--- config.mk ---
export PLATFORM = sky130hd
export DESIGN_NAME = region_boundary_classifier_top_flat
export DESIGN_NICKNAME = d
export VERILOG_FILES = /design/src/rtl/core/rbc_pkg.sv /design/src/rtl/core/rbc_if.sv /design/src/rtl/core/region_boundary_classifier_top.sv /design/src/flat_wrapper.sv
export SDC_FILE = /design/constraint.sdc
export NUM_CORES = 2
export LEC_CHECK = 0
export ABC_AREA = 1
export ABC_CLOCK_PERIOD_IN_PS = 14850
export BUFFER_PORTS_ARGS = -buffer_cell sky130_fd_sc_hd__buf_2
export CAP_MARGIN = 20
export CORE_UTILIZATION = 46
export CTS_BUF_LIST = sky130_fd_sc_hd__clkbuf_8 sky130_fd_sc_hd__clkbuf_16
export DETAILED_ROUTE_END_ITERATION = 6
export PLACE_DENSITY = 0.68
export SLEW_MARGIN = 25
export SYNTH_ARGS = -nofsm -noshare
export SYNTH_HDL_FRONTEND = slang
export SYNTH_SLANG_ARGS = --single-unit
--- constraint.sdc ---
create_clock -name clk -period 14.85 [get_ports clk]
set_input_delay 1.485 -clock clk [delete_from_list [all_inputs] [get_ports clk]]
set_output_delay 1.485 -clock clk [all_outputs]
set_load 0.05 [all_outputs]
--- src/rtl/core/rbc_pkg.sv ---
// ----------------------------------------------------------------------------
// rbc_pkg: region boundary classifier package
// Shared widths, register indexes and types of the classifier.
// ----------------------------------------------------------------------------
package rbc_pkg;

  localparam int MAX_WIDTH  = 1024;
  localparam int MAX_HEIGHT = 1024;
  localparam int X_W        = (MAX_WIDTH > 1) ? $clog2(MAX_WIDTH) : 1;
  localparam int Y_W        = (MAX_HEIGHT > 1) ? $clog2(MAX_HEIGHT) : 1;

  localparam int CHAN_W     = 8;
  localparam int COLOR_W    = 24;
  localparam int DIM_W      = 11;
  localparam int COORD_W    = 16;
  localparam int CFG_IDX_W  = 3;
  localparam int CFG_DATA_W = 24;
  localparam int NUM_SLOTS  = 3;

  localparam logic [DIM_W-1:0] DIM_RST = DIM_W'(1024);

  typedef enum logic [CFG_IDX_W-1:0] {
    REG_REGION_COLOR  = 3'd0,
    REG_IMAGE_WIDTH   = 3'd1,
    REG_IMAGE_HEIGHT  = 3'd2,
    REG_OFFSET_X      = 3'd3,
    REG_OFFSET_Y      = 3'd4,
    REG_EMIT_INTERIOR = 3'd5
  } cfg_reg_t;

  typedef struct packed {
    logic [COORD_W-1:0] x;
    logic [COORD_W-1:0] y;
    logic               bnd;
  } rbc_slot_t;

endpackage

--- src/rtl/core/rbc_if.sv ---
// ----------------------------------------------------------------------------
// rbc_if: classifier stream interfaces
// Pixel input channel and result output channel, valid/ready handshake.
// ----------------------------------------------------------------------------
interface rbc_pixel_if;
  logic                       valid;
  logic                       ready;
  logic [rbc_pkg::CHAN_W-1:0] pixel_blue;
  logic [rbc_pkg::CHAN_W-1:0] pixel_green;
  logic [rbc_pkg::CHAN_W-1:0] pixel_red;

  modport source (output valid, pixel_blue, pixel_green, pixel_red, input ready);
  modport sink   (input valid, pixel_blue, pixel_green, pixel_red, output ready);
endinterface

interface rbc_result_if;
  logic                        valid;
  logic                        ready;
  logic [rbc_pkg::COORD_W-1:0] out_x;
  logic [rbc_pkg::COORD_W-1:0] out_y;
  logic                        out_border;
  logic                        last_of_run;

  modport source (output valid, out_x, out_y, out_border, last_of_run, input ready);
  modport sink   (input valid, out_x, out_y, out_border, last_of_run, output ready);
endinterface

--- src/rtl/core/region_boundary_classifier_top.sv ---
// ----------------------------------------------------------------------------
// region_boundary_classifier_top: 3x3 region boundary classifier
// Classifies raster-order RGB pixels against a region color and reports
// boundary (and optionally interior) region pixels with offset coordinates.
// ----------------------------------------------------------------------------
// Usage:
//   in_pix  : one RGB pixel per transaction, row-major raster order.
//   out_res : result transactions (x, y, out_border, last_of_run); one
//             pixel causes zero to three results, last_of_run marks the
//             final one of that pixel.
//   cfg_*   : register writes, only while no transaction is in flight.
//             Writing image_width or image_height restarts the frame.
// Path: an accepted pixel is held in the stage 1 register, then in the
//   stage 2 result slots, from which its first result shows.
// Throughput: one pixel per cycle while each pixel yields at most one
//   result and the receiver takes every result; a pixel with two or three
//   results holds input while the single result port drains the slots.
// Line buffers: one 2-bit-wide memory of MAX_WIDTH entries, one read and one
//   write per cycle, filled by rows 0 and 1 of each frame before use.
// Reset: pipeline empties, registers take reset values; the line buffer
//   holds no valid contents until written. A stalled receiver holds the
//   result slots, then the input register, then in_pix.ready drops.
// ----------------------------------------------------------------------------
module region_boundary_classifier_top (
  input  logic                           clk,
  input  logic                           rst_n,
  rbc_pixel_if.sink                      in_pix,
  rbc_result_if.source                   out_res,
  input  logic                           cfg_we,
  input  logic [rbc_pkg::CFG_IDX_W-1:0]  cfg_index,
  input  logic [rbc_pkg::CFG_DATA_W-1:0] cfg_data
);

  // configuration
  logic [rbc_pkg::COLOR_W-1:0] color_r;
  logic [rbc_pkg::DIM_W-1:0]   width_r;
  logic [rbc_pkg::DIM_W-1:0]   height_r;
  logic [rbc_pkg::COORD_W-1:0] offset_x_r;
  logic [rbc_pkg::COORD_W-1:0] offset_y_r;
  logic                        emit_int_r;
  logic                        restart;

  logic [rbc_pkg::X_W-1:0] wm1;
  logic [rbc_pkg::Y_W-1:0] hm1;

  // counters and window
  logic [rbc_pkg::X_W-1:0] col_r;
  logic [rbc_pkg::Y_W-1:0] row_r;
  logic [8:0]              window_r;

  // stage 1
  logic                    s1_valid_r;
  logic                    s1_cur_r;
  logic [rbc_pkg::X_W-1:0] s1_x_r;
  logic [rbc_pkg::Y_W-1:0] s1_y_r;

  // line buffer: bit 0 older row, bit 1 prior row
  logic [1:0]              line_mem [rbc_pkg::MAX_WIDTH];
  logic [1:0]              rd_r;
  logic [1:0]              wr_data;

  // stage 2
  rbc_pkg::rbc_slot_t              s2_slot_r [rbc_pkg::NUM_SLOTS];
  logic [rbc_pkg::NUM_SLOTS-1:0]   s2_mask_r;
  rbc_pkg::rbc_slot_t              slot_nxt [rbc_pkg::NUM_SLOTS];
  logic [rbc_pkg::NUM_SLOTS-1:0]   mask_nxt;
  logic [rbc_pkg::NUM_SLOTS-1:0]   sel;
  rbc_pkg::rbc_slot_t              out_slot;

  logic in_fire, out_fire, s2_free, s1_commit;
  logic cur_match;
  logic old_bit, pri_bit;
  logic [8:0] win_nxt;
  logic a_bnd;
  logic [rbc_pkg::COORD_W-1:0] base_x, base_y;

  // clamped dimensions minus one
  always_comb begin
    if (width_r == '0) begin
      wm1 = '0;
    end else if (int'(width_r) > rbc_pkg::MAX_WIDTH) begin
      wm1 = rbc_pkg::X_W'(rbc_pkg::MAX_WIDTH - 1);
    end else begin
      wm1 = rbc_pkg::X_W'(width_r - 1'b1);
    end
    if (height_r == '0) begin
      hm1 = '0;
    end else if (int'(height_r) > rbc_pkg::MAX_HEIGHT) begin
      hm1 = rbc_pkg::Y_W'(rbc_pkg::MAX_HEIGHT - 1);
    end else begin
      hm1 = rbc_pkg::Y_W'(height_r - 1'b1);
    end
  end

  assign restart = cfg_we && (cfg_index == rbc_pkg::REG_IMAGE_WIDTH ||
                              cfg_index == rbc_pkg::REG_IMAGE_HEIGHT);

  always_ff @(posedge clk) begin
    if (!rst_n) begin
      color_r    <= '0;
      width_r    <= rbc_pkg::DIM_RST;
      height_r   <= rbc_pkg::DIM_RST;
      offset_x_r <= '0;
      offset_y_r <= '0;
      emit_int_r <= 1'b0;
    end else if (cfg_we) begin
      case (cfg_index)
        rbc_pkg::REG_REGION_COLOR:  color_r    <= cfg_data[rbc_pkg::COLOR_W-1:0];
        rbc_pkg::REG_IMAGE_WIDTH:   width_r    <= cfg_data[rbc_pkg::DIM_W-1:0];
        rbc_pkg::REG_IMAGE_HEIGHT:  height_r   <= cfg_data[rbc_pkg::DIM_W-1:0];
        rbc_pkg::REG_OFFSET_X:      offset_x_r <= cfg_data[rbc_pkg::COORD_W-1:0];
        rbc_pkg::REG_OFFSET_Y:      offset_y_r <= cfg_data[rbc_pkg::COORD_W-1:0];
        rbc_pkg::REG_EMIT_INTERIOR: emit_int_r <= cfg_data[0];
        default: ;
      endcase
    end
  end

  // handshakes
  assign out_fire  = out_res.valid && out_res.ready;
  assign s2_free   = (s2_mask_r == '0) || (out_fire && $onehot(s2_mask_r));
  assign s1_commit = s1_valid_r && s2_free;
  assign in_pix.ready = !s1_valid_r || s1_commit;
  assign in_fire   = in_pix.valid && in_pix.ready;

  assign cur_match = ({in_pix.pixel_red, in_pix.pixel_green, in_pix.pixel_blue} == color_r);

  // counters, stage 1 register
  always_ff @(posedge clk) begin
    if (!rst_n) begin
      col_r      <= '0;
      row_r      <= '0;
      s1_valid_r <= 1'b0;
    end else begin
      if (in_fire) begin
        s1_valid_r <= 1'b1;
        if (col_r == wm1) begin
          col_r <= '0;
          row_r <= (row_r == hm1) ? '0 : row_r + 1'b1;
        end else begin
          col_r <= col_r + 1'b1;
        end
      end else if (s1_commit) begin
        s1_valid_r <= 1'b0;
      end
      if (restart) begin
        col_r <= '0;
        row_r <= '0;
      end
    end
  end

  always_ff @(posedge clk) begin
    if (in_fire) begin
      s1_cur_r <= cur_match;
      s1_x_r   <= col_r;
      s1_y_r   <= row_r;
    end
  end

  // line buffer, read at accept, written at commit, write forwarded
  assign wr_data = {s1_cur_r, pri_bit};

  always_ff @(posedge clk) begin
    if (s1_commit) begin
      line_mem[s1_x_r] <= wr_data;
    end
    if (in_fire) begin
      rd_r <= (s1_commit && s1_x_r == col_r) ? wr_data : line_mem[col_r];
    end
  end

  assign old_bit = rd_r[0];
  assign pri_bit = rd_r[1];
  assign win_nxt = {window_r[5:0], s1_cur_r, pri_bit, old_bit};
  assign a_bnd   = (s1_x_r == rbc_pkg::X_W'(1)) || (win_nxt != 9'h1FF);
  assign base_x  = rbc_pkg::COORD_W'(s1_x_r) + offset_x_r;
  assign base_y  = rbc_pkg::COORD_W'(s1_y_r) + offset_y_r;

  always_ff @(posedge clk) begin
    if (!rst_n) begin
      window_r <= '0;
    end else if (restart) begin
      window_r <= '0;
    end else if (s1_commit) begin
      window_r <= win_nxt;
    end
  end

  // stage 1 classification into result slots
  always_comb begin
    slot_nxt[0].x   = base_x - 1'b1;
    slot_nxt[0].y   = base_y - 1'b1;
    slot_nxt[0].bnd = a_bnd;
    slot_nxt[1].x   = base_x;
    slot_nxt[1].y   = base_y - 1'b1;
    slot_nxt[1].bnd = 1'b1;
    slot_nxt[2].x   = base_x;
    slot_nxt[2].y   = base_y;
    slot_nxt[2].bnd = 1'b1;
    mask_nxt[0] = (s1_y_r >= rbc_pkg::Y_W'(2)) && (s1_x_r != '0) && win_nxt[4] &&
                  (a_bnd || emit_int_r);
    mask_nxt[1] = (s1_y_r >= rbc_pkg::Y_W'(2)) && (s1_x_r == wm1) && pri_bit;
    mask_nxt[2] = ((s1_y_r == '0) || (s1_y_r == hm1)) && s1_cur_r;
  end

  // stage 2 result slots
  assign sel = s2_mask_r & (~s2_mask_r + 1'b1);

  always_ff @(posedge clk) begin
    if (!rst_n) begin
      s2_mask_r <= '0;
    end else if (s1_commit) begin
      s2_mask_r <= mask_nxt;
    end else if (out_fire) begin
      s2_mask_r <= s2_mask_r & ~sel;
    end
  end

  always_ff @(posedge clk) begin
    if (s1_commit) begin
      s2_slot_r <= slot_nxt;
    end
  end

  always_comb begin
    out_slot = s2_slot_r[rbc_pkg::NUM_SLOTS-1];
    for (int i = rbc_pkg::NUM_SLOTS - 1; i >= 0; i--) begin
      if (s2_mask_r[i]) begin
        out_slot = s2_slot_r[i];
      end
    end
  end

  assign out_res.valid       = (s2_mask_r != '0);
  assign out_res.out_x       = out_slot.x;
  assign out_res.out_y       = out_slot.y;
  assign out_res.out_border  = out_slot.bnd;
  assign out_res.last_of_run = ((s2_mask_r & ~sel) == '0);

`ifndef SYNTHESIS
  a_reset_empty: assert property (@(posedge clk)
    $rose(rst_n) |-> !out_res.valid && !s1_valid_r)
    else $error("pipeline not empty after reset");

  a_col_in_range: assert property (@(posedge clk) disable iff (!rst_n)
    col_r <= wm1)
    else $error("column counter beyond frame width");

  a_s1_hold: assert property (@(posedge clk) disable iff (!rst_n)
    s1_valid_r && !s1_commit && !restart |=> s1_valid_r && $stable(s1_x_r) &&
                                             $stable(s1_y_r) && $stable(s1_cur_r))
    else $error("stage 1 item lost while result slots busy");
`endif

endmodule

--- src/flat_wrapper.sv ---
// flat-port wrapper written by rule: the top's interface ports become plain ports
module region_boundary_classifier_top_flat 
  (clk, rst_n, cfg_we, cfg_index, cfg_data, in_pix_valid, in_pix_pixel_blue, in_pix_pixel_green, in_pix_pixel_red, in_pix_ready, out_res_valid, out_res_out_x, out_res_out_y, out_res_out_border, out_res_last_of_run, out_res_ready);
  rbc_pixel_if in_pix_i ();
  rbc_result_if out_res_i ();
  input  logic clk;
  input  logic rst_n;
  input  logic cfg_we;
  input  logic [rbc_pkg::CFG_IDX_W-1:0] cfg_index;
  input  logic [rbc_pkg::CFG_DATA_W-1:0] cfg_data;
  input wire logic [$bits(in_pix_i.valid)-1:0] in_pix_valid;
  input wire logic [$bits(in_pix_i.pixel_blue)-1:0] in_pix_pixel_blue;
  input wire logic [$bits(in_pix_i.pixel_green)-1:0] in_pix_pixel_green;
  input wire logic [$bits(in_pix_i.pixel_red)-1:0] in_pix_pixel_red;
  output wire logic [$bits(in_pix_i.ready)-1:0] in_pix_ready;
  output wire logic [$bits(out_res_i.valid)-1:0] out_res_valid;
  output wire logic [$bits(out_res_i.out_x)-1:0] out_res_out_x;
  output wire logic [$bits(out_res_i.out_y)-1:0] out_res_out_y;
  output wire logic [$bits(out_res_i.out_border)-1:0] out_res_out_border;
  output wire logic [$bits(out_res_i.last_of_run)-1:0] out_res_last_of_run;
  input wire logic [$bits(out_res_i.ready)-1:0] out_res_ready;
  assign in_pix_i.valid = in_pix_valid;
  assign in_pix_i.pixel_blue = in_pix_pixel_blue;
  assign in_pix_i.pixel_green = in_pix_pixel_green;
  assign in_pix_i.pixel_red = in_pix_pixel_red;
  assign in_pix_ready = in_pix_i.ready;
  assign out_res_valid = out_res_i.valid;
  assign out_res_out_x = out_res_i.out_x;
  assign out_res_out_y = out_res_i.out_y;
  assign out_res_out_border = out_res_i.out_border;
  assign out_res_last_of_run = out_res_i.last_of_run;
  assign out_res_i.ready = out_res_ready;
  region_boundary_classifier_top u_core (.clk(clk), .rst_n(rst_n), .in_pix(in_pix_i), .out_res(out_res_i), .cfg_we(cfg_we), .cfg_index(cfg_index), .cfg_data(cfg_data));
endmodule
# Yosys cells after proc, flatten, opt, wreduce, memory -nomap -nowiden
# Memory sizes are Yosys's and may differ from the RTL's. A register that Yosys moved wholly into a read port is not among the register bits.
# Index checks and enable logic that the tools add are counted.
# classes
add_sub_neg	11
n_lt_le_gt_ge	3
eq_ne	13
muxes	14
bitwise_logic	5
reduce_logical	36
# ops
op	count
10-bit two-way mux	6
10-bit equality test	4
33-bit two-way mux	1
10-bit by 16-bit adder with 16-bit output	2
16-bit by 1-bit subtractor with 16-bit output, second input constant	2
24-bit equality test	1
11-bit > comparator, second input constant	2
11-bit logical NOT	2
10-bit by 1-bit adder with 10-bit output, second input constant	2
10-bit by 1-bit subtractor with 10-bit output, second input constant	2
17-bit two-way mux	1
2-bit AND reduction	7
1-bit logical AND	11
10-bit by 1-bit equality test with 1-bit output, second input constant	1
10-bit by 2-bit greater-or-equal comparator with 1-bit output, second input constant	1
10-bit logical NOT	1
10-bit nonzero test	1
3-bit logical NOT	3
9-bit != test, second input constant	1
3-bit AND	2
3-bit by 2-bit equality test with 1-bit output, second input constant	2
3-bit equality test, second input constant	2
1-bit logical OR	6
3-bit two-way mux	2
12 further kinds	17
# totals
reg_bits	195
mem_bits_rw	2048
input_bits	56
elab_cells	102
mem_count	1
# memory_table
name	depth	width	rd	rd_clocked_by_memory_dff	write_ports	line	rtl
u_core.line_mem	1024	2	1	1	1	region_boundary_classifier_top.sv:58	logic [1:0] line_mem [rbc_pkg::MAX_WIDTH];

# Logic depth before layout (Yosys ltp)
# logic_depth
ltp_word	9
depth_mapped	22
mapped_depth_nobuf	19

# Least setup slack after synthesis
# OpenSTA, ideal clock, no wires.
# synth_path
kind	register to register
start	reg u_core.s1_cur_r
end	mem u_core.line_mem[0][1] (data pin)
t_arrival_ns	12.062
slack_ns	0.109
path_stages_with_launch	1
cell_sequence	edfxtp_1
# synth_lines
element	line	rtl
from (decl)	region_boundary_classifier_top.sv:53	logic s1_cur_r;
from (signal assigned)	region_boundary_classifier_top.sv:155	s1_cur_r <= cur_match;
to (decl)	region_boundary_classifier_top.sv:58	
# Straight into the memory's write port.

==> out/qor.yml <==
status:
  status: "finished, final reports clean"
synth:
  synth_edf_count: 2136
  synth_area_leaders: "edfxtp_1 65%, nor2_1 8.8%, nand2_1 7.7%, o21ai_0 4.1%, nand3_1 3.1%"
  syn_area_um2: 99340
  synth_xor_area_share_pct: 0.8993
  synthSimpleGateAreaFrac_pct: 20.42
  synth_top_family_by_area: "simple AND/OR/NAND/NOR gates"
  synth_common_cells: "2334 x nor2_1, 2136 x edfxtp_1, 2030 x nand2_1, 808 x o21ai_0, 618 x nand3_1"
  ys_ff_latch: 2245
  yosys.area.top_type: "edfxtp_1"
  yosys_warnings: 0
  synthesis.nets: 9975
  async_flop_share_pct: 0
  synth_cells: 9890
  ys.flop_type: "edfxtp_1"
  yosysMostFrequentCell: "nor2_1"
  syn_avg_cell_area_um2: 10.04
  synth_mux_area_share_pct: 0
  synthAdderAreaFrac_pct: 0.3879
  synth-compound-area-share_pct: 6.404
  synth_seq_area_share_pct: 66.77
  ys_types: 58
  synth_top_area_share_pct: 64.57
worst_setup_path:
  rr_worst_depth: 17
  endpoint_kind: "register"
  slowest_delay_ns: 0.81
  r2r_end: "u_core.rd_r[1]$_DFFE_PP_"
  cp.arrival_ns: 6.16
  critPathMaxFanout: 205
  r2r_slack_ns: 9.44
  crit_path_top_delay_cell: "buf_4"
  start_kind: "register"
  crit_type: "register to register"
  required_ns: 15.60
  cp_num_buf_inv: 5
  r2r-start: "u_core.col_r[0]$_SDFFE_PP0P_"
  cp_cell_sequence: "inv_16, buf_16, buf_12, buf_4, buf_4, o21ai_0, o211ai_1, nand3_1, nand3_1, nand3_1, nand2_1, nand2_1, nand3_1, nand3_1, nand2_1, nand2_1, nand2_1"
  path_delay_family: "buffers and inverters"
drt:
  vias: 71540
  ant_nets: 0
  drt-wirelength-per-cell_um: 22.26
  dr.pass1.iters: 6
  via_per_inst: 5.640
  drt_iter0_markers: 9156
  wirelength_um: 282300
  drc: 0
clock_tree:
  insertion_delay_ns: 0.89
  cts_buffers: 219
  clkTransAtPathRegs_ns: 0.07
  clockRootBuffer: "clkbuf_16"
  postCtsSetupRepairBufs: 0
  cts_tree: "done"
  cts.sinks: 2245
  cts_buffer_depth: 3
  h-tree-depth: 4
  cts_resized: 0
  holdBufCountCts: 0
global_route:
  track_usage_pct: 25.51
  grt_max_degree: 276
  antenna_found_initial: 6
  grt_first_pass_wirelength_um: 418400
  grt_overflow: 0
  grt_pass1_vias: 69600
pwr:
  switching_share_pct: 25.48
  p_seq_share_pct: 50.8
  leakagePower_nw: 39.09
  pwr_density_cell_nw_per_um2: 129.8
  p_sw_mw: 3.600
  p_clk_share_pct: 38.4
  ir_drop_mv: 0.1023
  combPwrFrac_pct: 10.8
  fin_total_pwr_mw: 14.13
  p_int_mw: 10.53
cells_and_area:
  nets: 9743
  area_delta_synth_final_pct: 9.562
  final_area_um2: 108800
  drive_gt1_share_pct: 6.400
timing:
  fmax_mhz: 184.7
  setup_tns_ns: 0
  relSlewSlack_pct: 16.16
  min_period_ns: 5.415
  final_hold_viol_count: 0
  setup_viol: 0
  setup_ws_ns: 9.435
  hold_ws_ns: 0.4514
  drv_slew: 0
  rsz0062_at_grt: "no"
  worst_pin_slew_ns: 1.258
  fin_skew_ns: 0.04000
  min_period_over_period_pct: 36.46
worst_hold_path:
  min_path_type: "register to register"
  hold_path.startpoint: "u_core.offset_x_r[9]$_SDFFE_PN0P_"
  holdPathEnd: "u_core.offset_x_r[9]$_SDFFE_PN0P_"
  holdPathStages: 2
run:
  max_cap_viol_count: 0
floorplanning:
  rows: 170
  dieHeight_um: 466.7
  fp.dieW_um: 466.7
  core_area_um2: 214600
  io_pins: 92
  initial_core_util_pct: 46.28
  die_area_um2: 217800
placement:
  dp_hpwl_um: 145300
  dp_slack_ns: 9.779
  port-buffer-count: 91
  gp_congestion: 0.8533
  placed_area_um2: 101700
==> final cells by class <==
class	instances	area (µm²)
antenna	2	5.005
clock buffer	223	5558
clock inverter	184	1430
fill	18780	105800
inverter	571	2190
multi-input combinational	6414	28170
sequential	2245	66340
tap	2838	3551
timing repair buffer	207	1595
==> power groups by stage <==
stage	Combinational, mW	Sequential, mW	Clock, mW
floorplan	0.956	7.59	0
global placement	1.46	7.31	0
detailed placement	1.49	7.31	0
CTS	1.49	7.18	5.47
global route	1.66	7.18	5.70
finish	1.52	7.18	5.43
==> metal layers <==
layer,up-vias,GRT usage (%),wire (µm)
li1,32670,-,-
met4,10,12.97,14870
met5,-,0,83
met2,3585,42.57,133200
met3,672,4.048,26890
met1,34600,32.17,107300
==> cells by family (layout without fill, tap and decap cells) <==
kind of cell | count (synthesis) | count (layout)
xor+xnor | 102 | 102
fa+ha+maj | 29 | 29
simple gates | 5099 | 5099
buf+inv | 1231 | 1185
flops | 2245 | 2245
compound gates | 1184 | 1184
other cells | 0 | 2
==> layout by cell type, fill, tap and decap left out, types with 20 or more instances in the layout <==
cell type | netlist | routed
nand3_1 | 618 | 613
nand2_1 | 2030 | 1988
clkinv_2 | 0 | 33
a21oi_1 | 179 | 179
nor2_1 | 2334 | 2328
nand4_1 | 28 | 28
buf_4 | 23 | 94
o21ai_0 | 808 | 808
buf_2 | 237 | 91
clkinv_1 | 7 | 66
o22ai_1 | 32 | 32
edfxtp_1 | 2136 | 2136
ha_1 | 26 | 26
inv_1 | 556 | 603
o211ai_1 | 130 | 130
clkbuf_16 | 0 | 221
xor2_1 | 66 | 66
xnor2_1 | 36 | 36
nor3_1 | 25 | 24
bufinv_16 | 0 | 20
nand2_2 | 10 | 45
dfxtp_1 | 109 | 105
==> per-stage QoR <==
stage | util (%) | std cells
after global placement | 47.34 | 12270
after detailed placement | 47.38 | 12270
final | 50.71 | 12680
after floorplan | - | 9890
after global routing | 50.71 | 12680
after CTS | 50.64 | 12680
==> sequential cells by signal (all words and copies together) (netlist names) <==
signal             flops
u_core.col_r          10
u_core.color_r        24
u_core.emit_int_r      1
u_core.height_r       11
u_core.line_mem     2048
u_core.offset_x_r     16
u_core.offset_y_r     16
u_core.rd_r            2
u_core.row_r          10
u_core.s1_cur_r        1
u_core.s1_valid_r      1
u_core.s1_x_r         10
u_core.s1_y_r         10
u_core.s2_mask_r       3
u_core.s2_slot_r      65
u_core.width_r        11
u_core.window_r        6
==> how the worst max path moves through the flow <==
stage,from,end,slack (ns),cells past startpoint
2_1_floorplan,u_core.s1_cur_r$_DFFE_PP_,u_core.line_mem[0][1]$_DFFE_PP_,0.11,0
3_3_place_gp,u_core.col_r[0]$_SDFFE_PP0P_,u_core.rd_r[0]$_DFFE_PP_,9.84,19
3_5_place_dp,u_core.col_r[0]$_SDFFE_PP0P_,u_core.rd_r[0]$_DFFE_PP_,9.78,18
4_1_cts,u_core.col_r[0]$_SDFFE_PP0P_,u_core.rd_r[0]$_DFFE_PP_,9.75,18
5_1_grt,u_core.col_r[0]$_SDFFE_PP0P_,u_core.rd_r[0]$_DFFE_PP_,9.10,17
6_report,u_core.col_r[0]$_SDFFE_PP0P_,u_core.rd_r[1]$_DFFE_PP_,9.44,17
==> worst register-to-register path, delay by kind of cell (launching register included) <==
kind | cells | cell delay, ns
buf+inv | 5 | 3.28
flops | 1 | 0.51
compound gates | 2 | 0.47
simple gates | 10 | 1.00
(Power assumes the default switching activity.)
